===== src/hw/rtl/ppc_pkg.sv =====
`timescale 1ns / 1ps
`default_nettype none

package ppc_pkg;

    // Default field widths.
    localparam int VOLT_BITS_DEF     = 15;
    localparam int FRACTION_BITS_DEF = 12;
    localparam int PRESSURE_BITS_DEF = 16;

    // Depth of the queue between the classifier and the divider side.
    localparam int QUEUE_DEPTH = 2;

    // Configuration register indexes.
    localparam int CFG_INDEX_BITS = 3;
    localparam logic [CFG_INDEX_BITS-1:0] REG_S1_MIN      = 3'd0;
    localparam logic [CFG_INDEX_BITS-1:0] REG_S1_MAX      = 3'd1;
    localparam logic [CFG_INDEX_BITS-1:0] REG_S2_MIN      = 3'd2;
    localparam logic [CFG_INDEX_BITS-1:0] REG_S2_MAX      = 3'd3;
    localparam logic [CFG_INDEX_BITS-1:0] REG_DIS_LIMIT   = 3'd4;
    localparam logic [CFG_INDEX_BITS-1:0] REG_LIGHT_LEVEL = 3'd5;
    localparam logic [CFG_INDEX_BITS-1:0] REG_LATCH_LEVEL = 3'd6;

    // Configuration reset values, cut to the field widths where used.
    localparam int RESET_S1_MIN      = 2048;
    localparam int RESET_S1_MAX      = 18432;
    localparam int RESET_S2_MIN      = 2048;
    localparam int RESET_S2_MAX      = 18432;
    localparam int RESET_DIS_LIMIT   = 410;
    localparam int RESET_LIGHT_LEVEL = 1000;
    localparam int RESET_LATCH_LEVEL = 4000;

    // Open circuit is 100 * v <= 1.0 V; pedal idle is 10 * (p1 + p2) <= 1.0.
    localparam int OPEN_SCALE = 100;
    localparam int IDLE_SCALE = 10;

    // Classification of one accepted word, decided at the front.
    typedef struct packed {
        logic zero_one;      // sensor one position is 0
        logic sat_one;       // sensor one position saturates at 1.0
        logic zero_two;
        logic sat_two;
        logic open_circuit;  // either sensor at or below 0.01 V
        logic light;         // mean brake pressure at light level
        logic latch_set;     // mean brake pressure at latch level
    } class_t;

    // Divider side sequencer states.
    typedef enum logic [1:0] {
        ST_IDLE,
        ST_SETUP,
        ST_DIV,
        ST_FINISH
    } back_state_t;

endpackage

`default_nettype wire


===== src/hw/rtl/ppc_front.sv =====
`timescale 1ns / 1ps
`default_nettype none

module ppc_front #(
    parameter int VOLT_BITS     = ppc_pkg::VOLT_BITS_DEF,
    parameter int FRACTION_BITS = ppc_pkg::FRACTION_BITS_DEF,
    parameter int PRESSURE_BITS = ppc_pkg::PRESSURE_BITS_DEF
) (
    input  wire logic [VOLT_BITS-1:0]     sensor_one_volts,
    input  wire logic [VOLT_BITS-1:0]     sensor_two_volts,
    input  wire logic [PRESSURE_BITS-1:0] front_pressure,
    input  wire logic [PRESSURE_BITS-1:0] rear_pressure,
    input  wire logic [VOLT_BITS-1:0]     s1_min,
    input  wire logic [VOLT_BITS-1:0]     s1_max,
    input  wire logic [VOLT_BITS-1:0]     s2_min,
    input  wire logic [VOLT_BITS-1:0]     s2_max,
    input  wire logic [PRESSURE_BITS-1:0] light_level,
    input  wire logic [PRESSURE_BITS-1:0] latch_level,
    output logic [VOLT_BITS-1:0]          dv_one,
    output logic [VOLT_BITS-1:0]          span_one,
    output logic [VOLT_BITS-1:0]          dv_two,
    output logic [VOLT_BITS-1:0]          span_two,
    output ppc_pkg::class_t               cls
);

    localparam int XW = VOLT_BITS + 7;
    localparam logic [XW-1:0] ONE_VOLT_X = XW'(1) << FRACTION_BITS;

    logic [XW-1:0]            v1_x100;
    logic [XW-1:0]            v2_x100;
    logic [PRESSURE_BITS:0]   psum;

    // Offsets above the released-pedal voltage and calibrated spans.
    assign dv_one   = sensor_one_volts - s1_min;
    assign span_one = s1_max - s1_min;
    assign dv_two   = sensor_two_volts - s2_min;
    assign span_two = s2_max - s2_min;

    // Open-circuit test scaled to stay exact in integers.
    assign v1_x100 = XW'(sensor_one_volts) * XW'(ppc_pkg::OPEN_SCALE);
    assign v2_x100 = XW'(sensor_two_volts) * XW'(ppc_pkg::OPEN_SCALE);

    // Brake tests compare the sum against twice the level.
    assign psum = {1'b0, front_pressure} + {1'b0, rear_pressure};

    // Short-cut cases that need no division, and the open-circuit and brake tests.
    always_comb
    begin
        cls.zero_one     = (s1_max <= s1_min) || (sensor_one_volts <= s1_min);
        cls.sat_one      = dv_one >= span_one;
        cls.zero_two     = (s2_max <= s2_min) || (sensor_two_volts <= s2_min);
        cls.sat_two      = dv_two >= span_two;
        cls.open_circuit = (v1_x100 <= ONE_VOLT_X) || (v2_x100 <= ONE_VOLT_X);
        cls.light        = psum >= {light_level, 1'b0};
        cls.latch_set    = psum >= {latch_level, 1'b0};
    end

endmodule

`default_nettype wire


===== src/hw/rtl/ppc_fifo.sv =====
`timescale 1ns / 1ps
`default_nettype none

module ppc_fifo #(
    parameter int WIDTH = 8,
    parameter int DEPTH = ppc_pkg::QUEUE_DEPTH
) (
    input  wire logic             clk,
    input  wire logic             rst_n,
    input  wire logic             wr_en,
    input  wire logic [WIDTH-1:0] wr_data,
    output logic                  full,
    input  wire logic             rd_en,
    output logic [WIDTH-1:0]      rd_data,
    output logic                  empty
);

    localparam int AW = (DEPTH > 1) ? $clog2(DEPTH) : 1;
    localparam int CW = $clog2(DEPTH + 1);

    logic [WIDTH-1:0] slot_reg [DEPTH];
    logic [AW-1:0]    wr_ptr_reg;
    logic [AW-1:0]    wr_ptr_next;
    logic [AW-1:0]    rd_ptr_reg;
    logic [AW-1:0]    rd_ptr_next;
    logic [CW-1:0]    count_reg;
    logic [CW-1:0]    count_next;

    assign full    = count_reg == CW'(DEPTH);
    assign empty   = count_reg == '0;
    assign rd_data = slot_reg[rd_ptr_reg];

    // Pointer and fill count updates.
    always_comb
    begin
        wr_ptr_next = wr_ptr_reg;
        rd_ptr_next = rd_ptr_reg;
        count_next  = count_reg;
        if (wr_en)
        begin
            wr_ptr_next = (wr_ptr_reg == AW'(DEPTH - 1)) ? '0 : wr_ptr_reg + 1'b1;
        end
        if (rd_en)
        begin
            rd_ptr_next = (rd_ptr_reg == AW'(DEPTH - 1)) ? '0 : rd_ptr_reg + 1'b1;
        end
        if (wr_en && !rd_en)
        begin
            count_next = count_reg + 1'b1;
        end
        else if (rd_en && !wr_en)
        begin
            count_next = count_reg - 1'b1;
        end
    end

    always_ff @(posedge clk or negedge rst_n)
    begin
        if (!rst_n)
        begin
            wr_ptr_reg <= '0;
            rd_ptr_reg <= '0;
            count_reg  <= '0;
        end
        else
        begin
            wr_ptr_reg <= wr_ptr_next;
            rd_ptr_reg <= rd_ptr_next;
            count_reg  <= count_next;
        end
    end

    // Storage words carry no reset.
    always_ff @(posedge clk)
    begin
        if (wr_en)
        begin
            slot_reg[wr_ptr_reg] <= wr_data;
        end
    end

    // The fill count never passes the depth.
    a_count_bound: assert property (@(posedge clk) disable iff (!rst_n)
        count_reg <= CW'(DEPTH))
        else $error("queue count above depth");

    // A read is only issued with a word present.
    a_no_underflow: assert property (@(posedge clk) disable iff (!rst_n)
        rd_en |-> !empty)
        else $error("queue read while empty");

endmodule

`default_nettype wire


===== src/hw/rtl/ppc_back.sv =====
`timescale 1ns / 1ps
`default_nettype none

module ppc_back #(
    parameter int VOLT_BITS     = ppc_pkg::VOLT_BITS_DEF,
    parameter int FRACTION_BITS = ppc_pkg::FRACTION_BITS_DEF
) (
    input  wire logic                   clk,
    input  wire logic                   rst_n,
    input  wire logic                   rec_valid,
    output logic                        rec_pop,
    input  wire logic [VOLT_BITS-1:0]   dv_one,
    input  wire logic [VOLT_BITS-1:0]   span_one,
    input  wire logic [VOLT_BITS-1:0]   dv_two,
    input  wire logic [VOLT_BITS-1:0]   span_two,
    input  wire ppc_pkg::class_t        cls,
    input  wire logic [FRACTION_BITS:0] dis_limit,
    input  wire logic                   pop,
    output logic                        empty,
    output logic [FRACTION_BITS:0]      pedal_position,
    output logic                        brake_light_on,
    output logic                        sensor_fault,
    output logic                        brake_latched
);

    localparam int F  = FRACTION_BITS;
    localparam int CW = $clog2(F + 1);
    localparam logic [F:0] POS_ONE = {1'b1, {F{1'b0}}};

    ppc_pkg::back_state_t state_reg;
    ppc_pkg::back_state_t state_next;
    logic                 sel_reg;
    logic                 sel_next;
    logic [CW-1:0]        cnt_reg;
    logic [CW-1:0]        cnt_next;
    logic                 out_valid_reg;
    logic                 out_valid_next;
    logic                 fault_reg;
    logic                 fault_next;
    logic                 latch_reg;
    logic                 latch_next;

    logic [VOLT_BITS-1:0] dv1_reg;
    logic [VOLT_BITS-1:0] dv1_next;
    logic [VOLT_BITS-1:0] span1_reg;
    logic [VOLT_BITS-1:0] span1_next;
    logic [VOLT_BITS-1:0] dv2_reg;
    logic [VOLT_BITS-1:0] dv2_next;
    logic [VOLT_BITS-1:0] span2_reg;
    logic [VOLT_BITS-1:0] span2_next;
    ppc_pkg::class_t      cls_reg;
    ppc_pkg::class_t      cls_next;
    logic [VOLT_BITS-1:0] rem_reg;
    logic [VOLT_BITS-1:0] rem_next;
    logic [F-1:0]         quo_reg;
    logic [F-1:0]         quo_next;
    logic [F:0]           p1_reg;
    logic [F:0]           p1_next;
    logic [F:0]           p2_reg;
    logic [F:0]           p2_next;
    logic [F:0]           pos_reg;
    logic [F:0]           pos_next;
    logic                 light_reg;
    logic                 light_next;

    // Operands of the sensor currently being converted.
    logic [VOLT_BITS-1:0] cur_dv;
    logic [VOLT_BITS-1:0] cur_span;
    logic                 cur_zero;
    logic                 cur_sat;

    // One restoring division step.
    logic [VOLT_BITS:0]   rem_dbl;
    logic                 q_bit;
    logic [VOLT_BITS:0]   rem_sub;
    logic [F-1:0]         quo_shift;

    // Result forming.
    logic [F+1:0]         asum;
    logic [F:0]           diff;
    logic [F+5:0]         asum_x10;
    logic                 pedal_idle;
    logic                 fault_set;
    logic                 latch_set;

    assign cur_dv    = sel_reg ? dv2_reg : dv1_reg;
    assign cur_span  = sel_reg ? span2_reg : span1_reg;
    assign cur_zero  = sel_reg ? cls_reg.zero_two : cls_reg.zero_one;
    assign cur_sat   = sel_reg ? cls_reg.sat_two : cls_reg.sat_one;

    assign rem_dbl   = {rem_reg, 1'b0};
    assign q_bit     = rem_dbl >= {1'b0, cur_span};
    assign rem_sub   = rem_dbl - {1'b0, cur_span};
    assign quo_shift = {quo_reg[F-2:0], q_bit};

    assign asum       = {1'b0, p1_reg} + {1'b0, p2_reg};
    assign diff       = (p1_reg > p2_reg) ? p1_reg - p2_reg : p2_reg - p1_reg;
    assign asum_x10   = (F+6)'(asum) * (F+6)'(ppc_pkg::IDLE_SCALE);
    assign pedal_idle = asum_x10 <= {5'b0, POS_ONE};
    assign latch_set  = latch_reg | cls_reg.latch_set;
    assign fault_set  = fault_reg | (diff > dis_limit) | cls_reg.open_circuit;

    // Flags only change when a new result is loaded, so they serve as outputs.
    assign empty          = !out_valid_reg;
    assign pedal_position = pos_reg;
    assign brake_light_on = light_reg;
    assign sensor_fault   = fault_reg;
    assign brake_latched  = latch_reg;

    // Sequencer: take a word, convert both sensors, then form the result.
    always_comb
    begin
        state_next     = state_reg;
        sel_next       = sel_reg;
        cnt_next       = cnt_reg;
        out_valid_next = out_valid_reg;
        fault_next     = fault_reg;
        latch_next     = latch_reg;
        dv1_next       = dv1_reg;
        span1_next     = span1_reg;
        dv2_next       = dv2_reg;
        span2_next     = span2_reg;
        cls_next       = cls_reg;
        rem_next       = rem_reg;
        quo_next       = quo_reg;
        p1_next        = p1_reg;
        p2_next        = p2_reg;
        pos_next       = pos_reg;
        light_next     = light_reg;
        rec_pop        = 1'b0;

        if (pop && out_valid_reg)
        begin
            out_valid_next = 1'b0;
        end

        unique case (state_reg)
            ppc_pkg::ST_IDLE:
            begin
                if (rec_valid)
                begin
                    rec_pop    = 1'b1;
                    dv1_next   = dv_one;
                    span1_next = span_one;
                    dv2_next   = dv_two;
                    span2_next = span_two;
                    cls_next   = cls;
                    sel_next   = 1'b0;
                    state_next = ppc_pkg::ST_SETUP;
                end
            end

            ppc_pkg::ST_SETUP:
            begin
                if (cur_zero || cur_sat)
                begin
                    if (sel_reg)
                    begin
                        p2_next    = cur_zero ? '0 : POS_ONE;
                        state_next = ppc_pkg::ST_FINISH;
                    end
                    else
                    begin
                        p1_next  = cur_zero ? '0 : POS_ONE;
                        sel_next = 1'b1;
                    end
                end
                else
                begin
                    rem_next   = cur_dv;
                    quo_next   = '0;
                    cnt_next   = '0;
                    state_next = ppc_pkg::ST_DIV;
                end
            end

            ppc_pkg::ST_DIV:
            begin
                rem_next = q_bit ? rem_sub[VOLT_BITS-1:0] : rem_dbl[VOLT_BITS-1:0];
                quo_next = quo_shift;
                cnt_next = cnt_reg + 1'b1;
                if (cnt_reg == CW'(F - 1))
                begin
                    if (sel_reg)
                    begin
                        p2_next    = {1'b0, quo_shift};
                        state_next = ppc_pkg::ST_FINISH;
                    end
                    else
                    begin
                        p1_next    = {1'b0, quo_shift};
                        sel_next   = 1'b1;
                        state_next = ppc_pkg::ST_SETUP;
                    end
                end
            end

            ppc_pkg::ST_FINISH:
            begin
                // Wait for the result slot; latch first, then fault, then idle clear.
                if (!out_valid_reg || pop)
                begin
                    fault_next     = pedal_idle ? 1'b0 : fault_set;
                    latch_next     = pedal_idle ? 1'b0 : latch_set;
                    pos_next       = (pedal_idle || (!fault_set && !latch_set)) ?
                                     asum[F+1:1] : '0;
                    light_next     = cls_reg.light;
                    out_valid_next = 1'b1;
                    state_next     = ppc_pkg::ST_IDLE;
                end
            end

            default:
            begin
                state_next = ppc_pkg::ST_IDLE;
            end
        endcase
    end

    always_ff @(posedge clk or negedge rst_n)
    begin
        if (!rst_n)
        begin
            state_reg     <= ppc_pkg::ST_IDLE;
            sel_reg       <= 1'b0;
            cnt_reg       <= '0;
            out_valid_reg <= 1'b0;
            fault_reg     <= 1'b0;
            latch_reg     <= 1'b0;
        end
        else
        begin
            state_reg     <= state_next;
            sel_reg       <= sel_next;
            cnt_reg       <= cnt_next;
            out_valid_reg <= out_valid_next;
            fault_reg     <= fault_next;
            latch_reg     <= latch_next;
        end
    end

    // Datapath registers carry no reset.
    always_ff @(posedge clk)
    begin
        dv1_reg   <= dv1_next;
        span1_reg <= span1_next;
        dv2_reg   <= dv2_next;
        span2_reg <= span2_next;
        cls_reg   <= cls_next;
        rem_reg   <= rem_next;
        quo_reg   <= quo_next;
        p1_reg    <= p1_next;
        p2_reg    <= p2_next;
        pos_reg   <= pos_next;
        light_reg <= light_next;
    end

    // A nonzero position is only shown while both sticky flags are clear.
    a_pos_gated: assert property (@(posedge clk) disable iff (!rst_n)
        (out_valid_reg && pos_reg != '0) |-> (!fault_reg && !latch_reg))
        else $error("position shown while faulted or latched");

    // The shown position never exceeds full pedal.
    a_pos_range: assert property (@(posedge clk) disable iff (!rst_n)
        out_valid_reg |-> (pos_reg <= POS_ONE))
        else $error("position above full scale");

    // The divider step count stays inside the quotient width.
    a_div_count: assert property (@(posedge clk) disable iff (!rst_n)
        (state_reg == ppc_pkg::ST_DIV) |-> (cnt_reg < CW'(F)))
        else $error("divider step count overrun");

    // A result is loaded only from the final state, leaving for idle.
    a_load_from_finish: assert property (@(posedge clk) disable iff (!rst_n)
        (state_reg == ppc_pkg::ST_FINISH && (!out_valid_reg || pop))
        |=> (out_valid_reg && state_reg == ppc_pkg::ST_IDLE))
        else $error("result not loaded at finish");

endmodule

`default_nettype wire


===== src/hw/rtl/pedal_plausibility_check_unit.sv =====
// Accelerator pedal plausibility check. Each input word (two throttle sensor
// voltages and two brake pressures) is classified on entry and queued two deep;
// a sequencer behind the queue converts each sensor voltage to a Q1.F position
// with one shared restoring divider that yields one quotient bit per cycle.
// A sensor at position 0 or full scale needs no division; when one does, that
// divider sets the rate, unless a result still waits to be taken. One result
// comes out per input word and waits on the result ports while empty is low.
// Configuration registers are written through cfg_valid/cfg_index/cfg_data,
// always ready; all but the disagreement limit (used at finish) apply to words
// accepted afterward; write them only while the block holds no pending word.
`timescale 1ns / 1ps
`default_nettype none

module pedal_plausibility_check_unit #(
    parameter int VOLT_BITS     = ppc_pkg::VOLT_BITS_DEF,
    parameter int FRACTION_BITS = ppc_pkg::FRACTION_BITS_DEF,
    parameter int PRESSURE_BITS = ppc_pkg::PRESSURE_BITS_DEF,
    localparam int CFG_W_A      = (VOLT_BITS > FRACTION_BITS + 1) ?
                                  VOLT_BITS : FRACTION_BITS + 1,
    localparam int CFG_W        = (CFG_W_A > PRESSURE_BITS) ? CFG_W_A : PRESSURE_BITS
) (
    input  wire logic                               clk,
    input  wire logic                               rst_n,
    input  wire logic                               push,
    output logic                                    full,
    input  wire logic [VOLT_BITS-1:0]               sensor_one_volts,
    input  wire logic [VOLT_BITS-1:0]               sensor_two_volts,
    input  wire logic [PRESSURE_BITS-1:0]           front_pressure,
    input  wire logic [PRESSURE_BITS-1:0]           rear_pressure,
    output logic                                    empty,
    input  wire logic                               pop,
    output logic [FRACTION_BITS:0]                  pedal_position,
    output logic                                    brake_light_on,
    output logic                                    sensor_fault,
    output logic                                    brake_latched,
    input  wire logic                               cfg_valid,
    output logic                                    cfg_ready,
    input  wire logic [ppc_pkg::CFG_INDEX_BITS-1:0] cfg_index,
    input  wire logic [CFG_W-1:0]                   cfg_data
);

    localparam int CLS_W = $bits(ppc_pkg::class_t);
    localparam int REC_W = 4 * VOLT_BITS + CLS_W;

    logic [VOLT_BITS-1:0]     s1_min_reg;
    logic [VOLT_BITS-1:0]     s1_max_reg;
    logic [VOLT_BITS-1:0]     s2_min_reg;
    logic [VOLT_BITS-1:0]     s2_max_reg;
    logic [FRACTION_BITS:0]   dis_limit_reg;
    logic [PRESSURE_BITS-1:0] light_level_reg;
    logic [PRESSURE_BITS-1:0] latch_level_reg;

    logic [VOLT_BITS-1:0]     f_dv_one;
    logic [VOLT_BITS-1:0]     f_span_one;
    logic [VOLT_BITS-1:0]     f_dv_two;
    logic [VOLT_BITS-1:0]     f_span_two;
    ppc_pkg::class_t          f_cls;

    logic                     q_full;
    logic                     q_empty;
    logic                     q_push;
    logic                     q_pop;
    logic [REC_W-1:0]         q_wr_data;
    logic [REC_W-1:0]         q_rd_data;

    logic [VOLT_BITS-1:0]     b_dv_one;
    logic [VOLT_BITS-1:0]     b_span_one;
    logic [VOLT_BITS-1:0]     b_dv_two;
    logic [VOLT_BITS-1:0]     b_span_two;
    ppc_pkg::class_t          b_cls;

    // Configuration registers.
    assign cfg_ready = 1'b1;

    always_ff @(posedge clk or negedge rst_n)
    begin
        if (!rst_n)
        begin
            s1_min_reg      <= VOLT_BITS'(ppc_pkg::RESET_S1_MIN);
            s1_max_reg      <= VOLT_BITS'(ppc_pkg::RESET_S1_MAX);
            s2_min_reg      <= VOLT_BITS'(ppc_pkg::RESET_S2_MIN);
            s2_max_reg      <= VOLT_BITS'(ppc_pkg::RESET_S2_MAX);
            dis_limit_reg   <= (FRACTION_BITS+1)'(ppc_pkg::RESET_DIS_LIMIT);
            light_level_reg <= PRESSURE_BITS'(ppc_pkg::RESET_LIGHT_LEVEL);
            latch_level_reg <= PRESSURE_BITS'(ppc_pkg::RESET_LATCH_LEVEL);
        end
        else if (cfg_valid && cfg_ready)
        begin
            unique case (cfg_index)
                ppc_pkg::REG_S1_MIN:      s1_min_reg      <= cfg_data[VOLT_BITS-1:0];
                ppc_pkg::REG_S1_MAX:      s1_max_reg      <= cfg_data[VOLT_BITS-1:0];
                ppc_pkg::REG_S2_MIN:      s2_min_reg      <= cfg_data[VOLT_BITS-1:0];
                ppc_pkg::REG_S2_MAX:      s2_max_reg      <= cfg_data[VOLT_BITS-1:0];
                ppc_pkg::REG_DIS_LIMIT:   dis_limit_reg   <= cfg_data[FRACTION_BITS:0];
                ppc_pkg::REG_LIGHT_LEVEL: light_level_reg <= cfg_data[PRESSURE_BITS-1:0];
                ppc_pkg::REG_LATCH_LEVEL: latch_level_reg <= cfg_data[PRESSURE_BITS-1:0];
                default:
                begin
                end
            endcase
        end
    end

    // Front: classify the word as it is accepted.
    ppc_front #(
        .VOLT_BITS     (VOLT_BITS),
        .FRACTION_BITS (FRACTION_BITS),
        .PRESSURE_BITS (PRESSURE_BITS)
    ) u_front (
        .sensor_one_volts (sensor_one_volts),
        .sensor_two_volts (sensor_two_volts),
        .front_pressure   (front_pressure),
        .rear_pressure    (rear_pressure),
        .s1_min           (s1_min_reg),
        .s1_max           (s1_max_reg),
        .s2_min           (s2_min_reg),
        .s2_max           (s2_max_reg),
        .light_level      (light_level_reg),
        .latch_level      (latch_level_reg),
        .dv_one           (f_dv_one),
        .span_one         (f_span_one),
        .dv_two           (f_dv_two),
        .span_two         (f_span_two),
        .cls              (f_cls)
    );

    // Queue between the classifier and the divider side.
    assign full      = q_full;
    assign q_push    = push && !q_full;
    assign q_wr_data = {f_dv_one, f_span_one, f_dv_two, f_span_two, f_cls};

    ppc_fifo #(
        .WIDTH (REC_W),
        .DEPTH (ppc_pkg::QUEUE_DEPTH)
    ) u_queue (
        .clk     (clk),
        .rst_n   (rst_n),
        .wr_en   (q_push),
        .wr_data (q_wr_data),
        .full    (q_full),
        .rd_en   (q_pop),
        .rd_data (q_rd_data),
        .empty   (q_empty)
    );

    assign {b_dv_one, b_span_one, b_dv_two, b_span_two, b_cls} = q_rd_data;

    // Back: position conversion, sticky flags and the result slot.
    ppc_back #(
        .VOLT_BITS     (VOLT_BITS),
        .FRACTION_BITS (FRACTION_BITS)
    ) u_back (
        .clk            (clk),
        .rst_n          (rst_n),
        .rec_valid      (!q_empty),
        .rec_pop        (q_pop),
        .dv_one         (b_dv_one),
        .span_one       (b_span_one),
        .dv_two         (b_dv_two),
        .span_two       (b_span_two),
        .cls            (b_cls),
        .dis_limit      (dis_limit_reg),
        .pop            (pop),
        .empty          (empty),
        .pedal_position (pedal_position),
        .brake_light_on (brake_light_on),
        .sensor_fault   (sensor_fault),
        .brake_latched  (brake_latched)
    );

endmodule

`default_nettype wire


===== config.mk =====
export PLATFORM = sky130hd
export DESIGN_NAME = pedal_plausibility_check_unit
export DESIGN_NICKNAME = d
export VERILOG_FILES = /design/src/hw/rtl/ppc_pkg.sv /design/src/hw/rtl/ppc_front.sv /design/src/hw/rtl/ppc_fifo.sv /design/src/hw/rtl/ppc_back.sv /design/src/hw/rtl/pedal_plausibility_check_unit.sv
export SDC_FILE = /design/constraint.sdc
export NUM_CORES = 1
export LEC_CHECK = 0
export BUFFER_PORTS_ARGS = -buffer_cell sky130_fd_sc_hd__buf_2
export CAP_MARGIN = 0
export CORE_UTILIZATION = 57
export DETAILED_ROUTE_END_ITERATION = 16
export PLACE_DENSITY = 0.77
export SLEW_MARGIN = 0
export SYNTH_ARGS = -nofsm -noshare
export SYNTH_HDL_FRONTEND = slang
export SYNTH_SLANG_ARGS = --single-unit

===== constraint.sdc =====
create_clock -name clk -period 4.49 [get_ports clk]
set_clock_uncertainty 0.15 [all_clocks]
set_input_delay 0.898 -clock clk [delete_from_list [all_inputs] [get_ports clk]]
set_output_delay 0.898 -clock clk [all_outputs]
set_load 0.02 [all_outputs]

==> flow_metrics.env <==
export IMPL_antenna_found_initial=1
export IMPL_setup_viol=14
export IMPL_hold_viol=0
export IMPL_clk_pin_slew_ps=60
export IMPL_die_width_microns=216
export IMPL_cts_buffer_depth=3
export IMPL_cp_top_family="simple AND/OR/NAND/NOR gates"
export IMPL_drt_initial_drc_count=1499
export IMPL_cap_violations=0
export IMPL_core_area_sq_mm=0.0453
export IMPL_ys_ff_latch=386
export IMPL_post_route_period_util=1.03
export IMPL_cts_sinks=386
export IMPL_avgViaCountPerCell=5.83
export IMPL_synth_compound_area_frac=0.132
export IMPL_largest_reg_flops=134
export IMPL_synth_xor_area_frac=0.0406
export IMPL_antennaDiodeCount=0
export IMPL_outcome="complete, but fails checks"
export IMPL_grt_pass1_vias=18800
export IMPL_synth_fa_ha_area_frac=0.182
export IMPL_utilization=0.662
export IMPL_drc_errors=0
export IMPL_yosys_most_used_dff="edfxtp_1"
export IMPL_fin_nets=3112
export IMPL_fp_dieH_microns=216
export IMPL_cts_hold_buf=0
export IMPL_crit_chain="ha_4 > nand2_1 > or4_4 > or3_4 > o21ai_4 > o21ai_4 > buf_4 > buf_4 > buf_4 > mux2i_1 > xnor2_1 > ha_1 > nand4_1 > nor4_4 > nor2_1 > a2111oi_4 > buf_12 > nand3_1 > o21ai_0"
export IMPL_grt_max_degree=68
export IMPL_drive_above_1_share=0.200
export IMPL_avgSynthCellArea_sq_um=10.8
export IMPL_overflow=0
export IMPL_dp_hpwl_mm=46.7
export IMPL_maxSlewViolCount=0
export IMPL_worst_pin_slew_ps=1000
export IMPL_violations="setup timing"
export IMPL_detail_route_wirelength_mm=62.4
export IMPL_maxSlewHeadroom=0.328
export IMPL_dieArea_sq_mm=0.0467
export IMPL_crit_fanout=14
export IMPL_layout_setup_ws_ps=-141
export IMPL_hp_class="reg2reg"
export IMPL_worst_path_buf_inv=4
export IMPL_yosys_area_share_simple=0.102
export IMPL_num_rows=78
export IMPL_via_count=19200
export IMPL_cts_tree="built"
export IMPL_antenna_left=0
export IMPL_first_pass_iters=6
export IMPL_finalCriticalPeriod_ps=4630
export IMPL_netlist_area_sq_mm=0.0261
export IMPL_synth_edf_count=267
export IMPL_insertion_delay_ps=570
export IMPL_cp_end_kind="flip-flop"
export IMPL_start_kind="flip-flop"
export IMPL_worstSetupPathType="reg2reg"
export IMPL_track_usage=0.268
export IMPL_ys_warnings_count=0
export IMPL_cts_htree_levels=2
export IMPL_clock_fmax_mhz=216
export IMPL_synth_top_family_by_area="adder cells"
export IMPL_routedWlPerCell_microns=18.9
export IMPL_required_ps=4740
export IMPL_syn_num_nets=2873
export IMPL_path_common_cell="buf_4"
export IMPL_ys_types=84
export IMPL_io_pins=105
export IMPL_port_buffers=103
export IMPL_arrival_ps=4880
export IMPL_cp_slowest_cell="or4_4"
export IMPL_yosysSeqAreaShare=0.422
export IMPL_async_flop_share=0.308
export IMPL_grt_pass1_wl_mm=98.9
export IMPL_netlist_instances=2426
export IMPL_cp_slowest_stage_delay_ps=490
export IMPL_initial_core_util=0.577
export IMPL_synth_mux_area_frac=0.0731
export IMPL_ctsRootBufferMaster="clkbuf_16"
export IMPL_rsz0062_at_grt="yes"
export IMPL_gp_congestion=0.939
export IMPL_numCtsBuffers=41
export IMPL_fillers=3447
export IMPL_area_growth_synth_to_final_pct=14.7
Yosys cell counts (22+ instances only):
cell / count / area [sq um]
a211oi_1: 33 / 248
a21o_1: 67 / 503
a21oi_1: 134 / 671
and2_1: 31 / 194
clkbuf_1: 35 / 131
dfrtp_1: 96 / 2400
dfstp_2: 23 / 604
edfxtp_1: 267 / 8020
fa_1: 30 / 601
ha_1: 331 / 4140
inv_1: 273 / 1020
mux2_2: 133 / 1500
mux2i_1: 40 / 400
nand2_1: 126 / 473
nand2b_1: 29 / 181
nand3_1: 43 / 215
nand4_1: 24 / 150
nor2_1: 100 / 375
nor2b_1: 45 / 282
nor3_1: 44 / 220
o21a_1: 26 / 195
o21ai_0: 129 / 646
o21bai_1: 22 / 165
xnor2_1: 73 / 639
xor2_1: 48 / 420
worst reg2reg max path: cells and delay by family (launching register included):
family / cells / cell delay (ps)
adder cells (fa/ha/maj): 2 / 650
buffers and inverters: 4 / 600
AO/OA/AOI/OAI: 4 / 740
flip-flops: 1 / 470
AND/OR/NAND/NOR: 7 / 1540
XOR/XNOR: 1 / 140
multiplexers: 1 / 170
final timing paths:
check / endpoint / slack, ps / cells past startpoint / startpoint
worst max-delay path: u_back.pedal_position[1] / -140 / 19 / u_back.p1_reg[4]
worst min-delay path: u_back.brake_light_on / 250 / 0 / u_back.cls_reg[1]
worst max register to register: u_back.pedal_position[1] / -140 / 19 / u_back.p1_reg[4]
worst min register to register: u_back.brake_light_on / 250 / 0 / u_back.cls_reg[1]
max in group asynchronous: s2_min_reg[11] / 2930 / 2 / rst_n
min in group asynchronous: s2_max_reg[2] / 330 / 1 / rst_n
routing by layer:
layer | global-route usage | routed length [microns] | vias to the layer above
met5 | 0 | 0 | -
met2 | 0.446 | 29700 | 531
li1 | - | - | 9223
met4 | 0.111 | 2560 | 0
met3 | 0.0244 | 2890 | 120
met1 | 0.359 | 27300 | 9344
kinds of logic after synthesis:
| family | after synthesis |
|---|---|
| AND/OR/NAND/NOR | 525 |
| other | 1 |
| flip-flops | 386 |
| buffers and inverters | 330 |
| XOR/XNOR | 121 |
| adder cells (fa/ha/maj) | 361 |
| multiplexers | 174 |
| AO/OA/AOI/OAI | 528 |
through the flow:
stage / setup slack, ps / TNS, ps / hold WS (ps) / cells / instance area, sq um
6_report: -141 / -1290 / 255 / 3298 / 30000
5_1_grt: -283 / -3660 / 262 / 3298 / 30000
4_1_cts: -179 / -1820 / 252 / 3291 / 29700
3_5_place_dp: -162 / -2190 / 256 / 3213 / 28300
3_3_place_gp: -83.6 / -557 / 263 / 3213 / 28300
2_1_floorplan: -20.8 / -75.1 / 250 / 2426 / 26200
cell usage in the layout, fill, tap and decap left out, types with 13 or more instances in the layout:
cell	instances
fa_1	30
nor2_1	98
mux2_2	133
a21oi_1	128
xnor2_1	70
and3_1	13
o21ai_0	122
o211ai_1	16
a211oi_1	29
buf_2	103
and2_1	31
nand2b_1	29
o21a_1	25
a21o_1	67
nand2_1	126
nand3_1	43
buf_4	145
xor2_1	47
clkbuf_16	45
mux2i_1	39
nor3_1	42
edfxtp_1	267
nand4_1	24
nor2b_1	44
ha_1	324
nor4_1	14
o21bai_1	22
dfrtp_1	94
or3_1	15
inv_1	269
dfstp_2	23
area by class of cell:
| cell class | count | area [sq um] | area share |
|---|---|---|---|
| inverter | 275 | 1030 | 0.0345 |
| clock buffer | 53 | 1190 | 0.0396 |
| timing repair buffer | 251 | 1660 | 0.0555 |
| multi-input combinational | 1710 | 14100 | 0.471 |
| tap | 600 | 751 | 0.0251 |
| clock inverter | 23 | 184 | 0.00614 |
| sequential | 386 | 11000 | 0.368 |
timing repair:
| action | in CTS | in global routing |
|---|---|---|
| buffers inserted | 2 | 6 |
| cloned | 0 | 1 |
| setup endpoints to repair | 15 | 17 |
| pin swaps | 2 | 14 |
| resized for setup | 4 | 40 |
Power is not shown: default switching activity piles up to over one toggle a cycle in this logic, so the estimate is an artifact.
